==> src/design/ffha_pkg.sv <==
package ffha_pkg;
  localparam int unsigned MaxFree   = 16;
  localparam int unsigned MaxUsed   = 32;
  localparam int unsigned HdrBytes  = 16;
  localparam int unsigned FreeIdxW  = $clog2(MaxFree);
  localparam int unsigned FreeCntW  = $clog2(MaxFree + 1);
  localparam int unsigned UsedIdxW  = $clog2(MaxUsed);
  localparam int unsigned UsedCntW  = $clog2(MaxUsed + 1);
  localparam logic [31:0] ResetBase = 32'h1000_0000;
  localparam logic [31:0] ResetBytes = 32'h1000_0000;
  localparam logic [31:0] AlignMask = 32'h0000_0007;

  localparam logic [0:0] CfgBase  = 1'b0;
  localparam logic [0:0] CfgBytes = 1'b1;

  localparam logic [1:0] StOk      = 2'd0;
  localparam logic [1:0] StNoFit   = 2'd1;
  localparam logic [1:0] StUnknown = 2'd2;
  localparam logic [1:0] StFull    = 2'd3;

  typedef enum logic [3:0] {
    S_IDLE, S_FSCAN, S_USCAN, S_ACOMMIT, S_LOOKUP, S_PSCAN,
    S_FCOMMIT, S_SHIFT, S_DONE
  } state_e;

  typedef struct packed {
    logic start;      // latch request, reset counters
    logic fstep;      // advance free index
    logic ustep;      // advance used index
    logic acommit;    // apply allocation
    logic fcommit;    // apply free merge (single entry update)
    logic shstep;     // one step of table shift
    logic finish;     // present result
  } cmd_t;

  typedef struct packed {
    logic hold;        // region being written or tables being rebuilt
    logic is_free;
    logic bad;         // early status 1
    logic fend;        // free scan finished
    logic fhit;        // current free entry fits / is after block
    logic uend;
    logic uhit;        // current used entry matches target
    logic need_shift;  // commit requires shifting
    logic shift_done;
    logic full;        // free table full for insert
  } status_t;
endpackage

==> src/design/ffha_ctrl.sv <==
module ffha_ctrl
  import ffha_pkg::*;
(
  input  logic    clk_i,
  input  logic    rst_ni,
  input  logic    req_valid_i,
  output logic    req_ready_o,
  output logic    rsp_valid_o,
  input  logic    rsp_ready_i,
  input  status_t sts_i,
  output cmd_t    cmd_o,
  output state_e  state_o
);
  state_e state_q, state_d;
  logic   rsp_q, rsp_d;

  always_ff @(posedge clk_i or negedge rst_ni) begin
    if (!rst_ni) begin
      state_q <= S_IDLE;
      rsp_q   <= 1'b0;
    end else begin
      state_q <= state_d;
      rsp_q   <= rsp_d;
    end
  end

  // A new request is taken only once any waiting result leaves the output register,
  // and never while the tables are being rebuilt.
  assign req_ready_o = (state_q == S_IDLE) && !sts_i.hold && (!rsp_q || rsp_ready_i);
  assign rsp_valid_o = rsp_q;
  assign state_o     = state_q;

  always_comb begin
    state_d = state_q;
    case (state_q)
      S_IDLE:    if (req_valid_i && req_ready_o) state_d = S_LOOKUP;
      S_LOOKUP:  begin
        if (sts_i.is_free) state_d = S_USCAN;
        else if (sts_i.bad) state_d = S_DONE;
        else state_d = S_FSCAN;
      end
      S_FSCAN:   begin
        if (sts_i.is_free) begin
          if (sts_i.fhit || sts_i.fend) state_d = S_FCOMMIT;
        end else if (sts_i.fend) state_d = S_DONE;
        else if (sts_i.fhit) state_d = S_USCAN;
      end
      S_USCAN:   begin
        if (sts_i.uend) state_d = S_DONE;
        else if (sts_i.uhit) state_d = sts_i.is_free ? S_FSCAN : S_ACOMMIT;
      end
      S_ACOMMIT: state_d = sts_i.need_shift ? S_SHIFT : S_DONE;
      S_FCOMMIT: begin
        if (sts_i.full) state_d = S_DONE;
        else state_d = sts_i.need_shift ? S_SHIFT : S_DONE;
      end
      S_SHIFT:   if (sts_i.shift_done) state_d = S_DONE;
      S_PSCAN:   state_d = S_DONE;
      S_DONE:    if (!rsp_q || rsp_ready_i) state_d = S_IDLE;
      default:   state_d = S_IDLE;
    endcase
  end

  always_comb begin
    cmd_o = '0;
    rsp_d = rsp_q && !rsp_ready_i;
    case (state_q)
      S_IDLE:    cmd_o.start = req_valid_i && req_ready_o;
      S_FSCAN:   cmd_o.fstep = 1'b1;
      S_USCAN:   cmd_o.ustep = 1'b1;
      S_ACOMMIT: cmd_o.acommit = 1'b1;
      S_FCOMMIT: cmd_o.fcommit = 1'b1;
      S_SHIFT:   cmd_o.shstep = 1'b1;
      S_DONE:    begin
        if (!rsp_q || rsp_ready_i) begin
          cmd_o.finish = 1'b1;
          rsp_d = 1'b1;
        end
      end
      default:   cmd_o = '0;
    endcase
  end
endmodule

==> config.mk <==
export PLATFORM = sky130hd
export DESIGN_NAME = ffha_ctrl
export DESIGN_NICKNAME = d
export VERILOG_FILES = /design/src/design/ffha_pkg.sv /design/src/design/ffha_ctrl.sv
export SDC_FILE = /design/constraint.sdc
export NUM_CORES = 1
export LEC_CHECK = 0
export ABC_AREA = 1
export BUFFER_PORTS_ARGS = -buffer_cell sky130_fd_sc_hd__buf_2
export CAP_MARGIN = 15
export CORE_AREA = 10 10 47 49
export DETAILED_ROUTE_END_ITERATION = 10
export DIE_AREA = 0 0 57 59
export PLACE_DENSITY = 0.74
export SLEW_MARGIN = 10
export SYNTH_ARGS = -nofsm -noshare
export SYNTH_HDL_FRONTEND = slang
export SYNTH_SLANG_ARGS = --single-unit
export TNS_END_PERCENT = 100
==> constraint.sdc <==
create_clock -name clk_i -period 1.5 [get_ports clk_i]
set_clock_uncertainty 0.1 [all_clocks]
set_input_delay 0.3 -clock clk_i [delete_from_list [all_inputs] [get_ports clk_i]]
set_output_delay 0.3 -clock clk_i [all_outputs]
set_load 0.02 [all_outputs]
# --- Word level (Yosys, flattened, before mapping) ---
# Index checks and enable logic that the tools add are counted.
word_totals:
  ff_bits: 5
  input_bits: 14
  output_inout_bits: 13
  elab_cells: 52
classes:
  n_eq_ne: 14
  muxes: 25
  n_reduce_logical: 11
ops:
  columns: ["operator", "count"]
  rows:
  - ["$mux W4", 13]
  - ["$pmux W4 S9", 1]
  - ["$eq A4 B3 Y1 const B", 4]
  - ["$mux W1", 10]
  - ["$eq A4 B2 Y1 const B", 2]
  - ["$ne A3 B3 Y1 const B", 2]
  - ["$reduce_and A6 Y1", 1]
  - ["$eq A4 B1 Y1 const B", 1]
  - ["$eq A4 B4 Y1 const B", 1]
  - ["$logic_and A1 B1 Y1", 4]
  - ["$logic_not A4 Y1", 1]
  - ["$ne A2 B2 Y1 const B", 2]
  - ["$ne A4 B4 Y1 const B", 1]
  - ["$logic_not A1 Y1", 3]
  - ["$logic_or A1 B1 Y1", 2]
  - ["$mux W2", 1]
  - ["$ne A2 B1 Y1 const B", 1]

# --- Longest topological paths before layout ---
logic_depth:
  word_depth: 6
  mapped_depth: 9
  mapped_depth_nobuf: 9

# --- Worst setup path after synthesis ---
# OpenSTA, ideal clock, no wires.
synth_path:
  path_type: "reg2out"
  startpoint: "register state_q[0] (netlist: state_o[0])"
  endpoint: "output port cmd_o[6] (netlist name)"
  t_arrival_ns: 1.404
  required_ns: 1.100
  setup_slack_ns: -0.304
  path_stages_with_launch: 6
  path_buffers: 0
  path_cell_list: "dfrtp_1 -> inv_2 -> nand2_1 -> nor2_1 -> inv_1 -> nor3_1"
synth_lines:
  columns: ["item", "line", "text"]
  rows:
  - ["start, declared", "ffha_ctrl.sv:14", "state_e state_q, state_d;"]
  - ["start signal, assigned", "ffha_ctrl.sv:22", "state_q <= state_d;"]
  - ["end, declared", "ffha_ctrl.sv:11", "output cmd_t cmd_o,"]

==> flow_summary.ini <==
[final_layout]
regArea_um2 = 128
utilization_pct = 76.6
multi_input_area_um2 = 512
antennaDiodeCount = 0
fill_cells = 106
area_growth_pct = 90.7
fin_nets = 163
drive_gt1_share_pct = 52.7

[detailed_routing]
viasPerCell = 5.37
firstDrtPassIters = 4
vias = 880
wire_per_inst_um = 15.2
routed_wl_um = 2490
final_antenna_net_count = 0
drtIter0Drc = 25
drc = 0

[power_and_ir_drop]
swShare_pct = 52.1
power_frac_clock_pct = 11.2
power_density_nw_per_um2 = 1390
p_leak_nw = 0.616
seq_power_share_pct = 13.2
irDropWorstVdd_uv = 748
internal_power_mw = 0.717
power_switching_mw = 0.779
combPwrFrac_pct = 75.6

[logic_synthesis]
ys_types = 18
syn_area_um2 = 563
avgSynthCellArea_um2 = 5.47
ys_ff_latch = 5
syn_inst = 103
yosys_warnings = 0
seq_area_frac_synth_pct = 22.2
synth_nets = 117

[global_route]
grt_pass1_wl_um = 3640
grt_use_total_pct = 13.1
grt_max_degree = 12
grt_pass1_vias = 815
antenna_found_initial = 0
grt_overflow = 0

[critical_path]
crit_path_max_fanout = 3
crit_start = state_o[0]
slowest_delay_ps = 420
r2r_slack_ps = 10
cp.required_ps = 1100
worstRegToRegCells = 10
regToRegEndpoint = state_o[0]
crit_top_cell = inv_2
cp_slowest_cell = dfrtp_2
r2r_start = state_o[3]
cp-endpoint = cmd_o[6]
end_kind = output port
crit_path_start_kind = flop
worst-setup-path-type = reg -> out
cp_data_arrival_time_ps = 1290
critical_path.cell_chain = inv_2 > nand2_2 > nor2_4 > inv_2 > nor3_4 > buf_6

[timing]
report.final.slew_viol_count = 0
worst_pin_slew_ps = 313
hold_viol = 0
setup_tns_ps = -1070
setup_viol = 8
setup_slack_ps = -189
period_needed_ps = 1690
rsz0062_at_grt = yes
finalCritPeriodShare_pct = 113
clock.fmax_ghz = 0.592
timing.slew.headroom_pct = 79.0

[worst_hold_path]
worstHoldPathType = in -> reg

[floorplan]
fp-row-count = 14
die_x_um = 57
pin_count = 27
initial_utilization_pct = 40.2
die_h_um = 59
die_area_um2 = 3360
core-area_um2 = 1400

[clocking]
cts_tree = done
root_buffer = clkbuf_4
clkSlewWorstSetupHoldPaths_ps = 50
htreeDepth = 1
cts_buffers = 3
cts_sinks = 5
clk_path_buf_depth = 2
clock_latency_ps = 260

[placement]
place_ws_ps = 9.47
dp_hpwl_um = 1640
gp_congestion = 0.926
io_buffers = 26

[status]
status = complete, but fails checks
violations = setup timing

[flow_run]
max-cap-violations = 0
==> synth_stat cells <==
master / count / area, um2
nand3_2: 1 / 10.0
nand4_1: 1 / 6.26
inv_2: 3 / 11.3
inv_1: 19 / 71.3
nand2_1: 23 / 86.3
nand3b_1: 1 / 7.51
a21oi_1: 1 / 5.00
nor3_1: 3 / 15.0
o211ai_1: 1 / 7.51
nand3_1: 19 / 95.1
buf_2: 1 / 5.00
dfrtp_1: 5 / 125
nand2_2: 1 / 6.26
nor2_2: 1 / 6.26
o21ai_2: 1 / 8.76
nor2_1: 20 / 75.1
nor2_4: 1 / 11.3
nor3_2: 1 / 10.0
==> kinds of logic (layout without fill, tap and decap cells) <==
| family | after synthesis | count (layout) | synth area share [%] |
|---|---|---|---|
| AO/OA/AOI/OAI | 3 | 3 | 3.78 |
| AND/OR/NAND/NOR | 72 | 72 | 58.4 |
| buffers and inverters | 23 | 68 | 15.6 |
| flip-flops | 5 | 5 | 22.2 |
==> worst max-delay path: cells and delay by family, from the launching register on <==
family	cells	cell delay, ps
DFF	1	420
and+or+nand+nor	3	330
buffers and inverters	3	290
==> what timing repair did <==
| action | CTS | global route |
|---|---|---|
| endpoints found under the setup margin | 8 | 11 |
| endpoints found under the hold margin | 5 | 0 |
| hold buffers | 1 | 0 |
| gates resized for setup | 27 | 22 |
| gates cloned | 0 | 0 |
| pin swaps | 4 | 13 |
| buffers inserted | 3 | 2 |
==> state kept, by name, indices dropped and copies added, names as in the netlist <==
name and flops:
rsp_valid_o 1, state_o 4
==> layer usage <==
| layer | global-route usage (%) | routed length, um | vias up |
|---|---|---|---|
| met5 | 0 | 0 | - |
| met4 | 9.06 | 60 | 0 |
| met3 | 2.36 | 121 | 7 |
| met2 | 23.4 | 1340 | 33 |
| met1 | 13.7 | 963 | 430 |
| li1 | - | - | 410 |
==> stage by stage <==
stage | instance area, um2 | power (mW) | cells | hold WS [ps]
6_report | 1070 | 1.50 | 164 | 235
5_1_grt | 1070 | 1.58 | 164 | 278
4_1_cts | 963 | 1.33 | 163 | 226
3_5_place_dp | 825 | 0.995 | 155 | 18.4
3_3_place_gp | 825 | 0.972 | 155 | 16.3
2_1_floorplan | 597 | 0.679 | 103 | -95.6
==> layout make-up <==
type,instances,share of cell area [%]
Clock buffer,4,2.45
Timing Repair Buffer,42,28.0
Inverter,22,8.16
Tap cell,16,1.86
Multi-Input combinational cell,75,47.7
Sequential cell,5,11.9
==> power by group through the flow <==
stage | logic [mW] | registers (mW) | clock network [mW]
floorplan | 0.420 | 0.260 | 0
global placement | 0.779 | 0.193 | 0
detailed placement | 0.797 | 0.197 | 0
CTS | 0.967 | 0.197 | 0.163
global route | 1.21 | 0.200 | 0.173
finish | 1.13 | 0.198 | 0.168
==> worst min-delay path by stage <==
stage | slack (ps) | cells past startpoint | from | to
global placement | 20 | 1 | rst_ni | rsp_valid_o
finish | 240 | 4 | sts_i[1] | state_o[2]
detailed placement | 20 | 1 | rst_ni | rsp_valid_o
CTS | 230 | 4 | sts_i[1] | state_o[2]
floorplan | -100 | 0 | rst_ni | rsp_valid_o
global route | 280 | 4 | sts_i[1] | state_o[2]
==> layout by cell type, fill, tap and decap left out, types with 2 or more instances in the layout <==
| cell type | count |
|---|---|
| nor2_4 | 9 |
| nand3_2 | 2 |
| nor2_1 | 11 |
| nor3_4 | 2 |
| inv_2 | 5 |
| nand3_1 | 15 |
| nor3_2 | 2 |
| clkbuf_4 | 3 |
| buf_4 | 14 |
| nor2_2 | 2 |
| buf_6 | 8 |
| nand2_1 | 19 |
| buf_2 | 19 |
| inv_1 | 16 |
| dfrtp_2 | 2 |
| nand3_4 | 3 |
| nand2_2 | 3 |
| dfrtp_1 | 3 |
(Power assumes the default switching activity.)
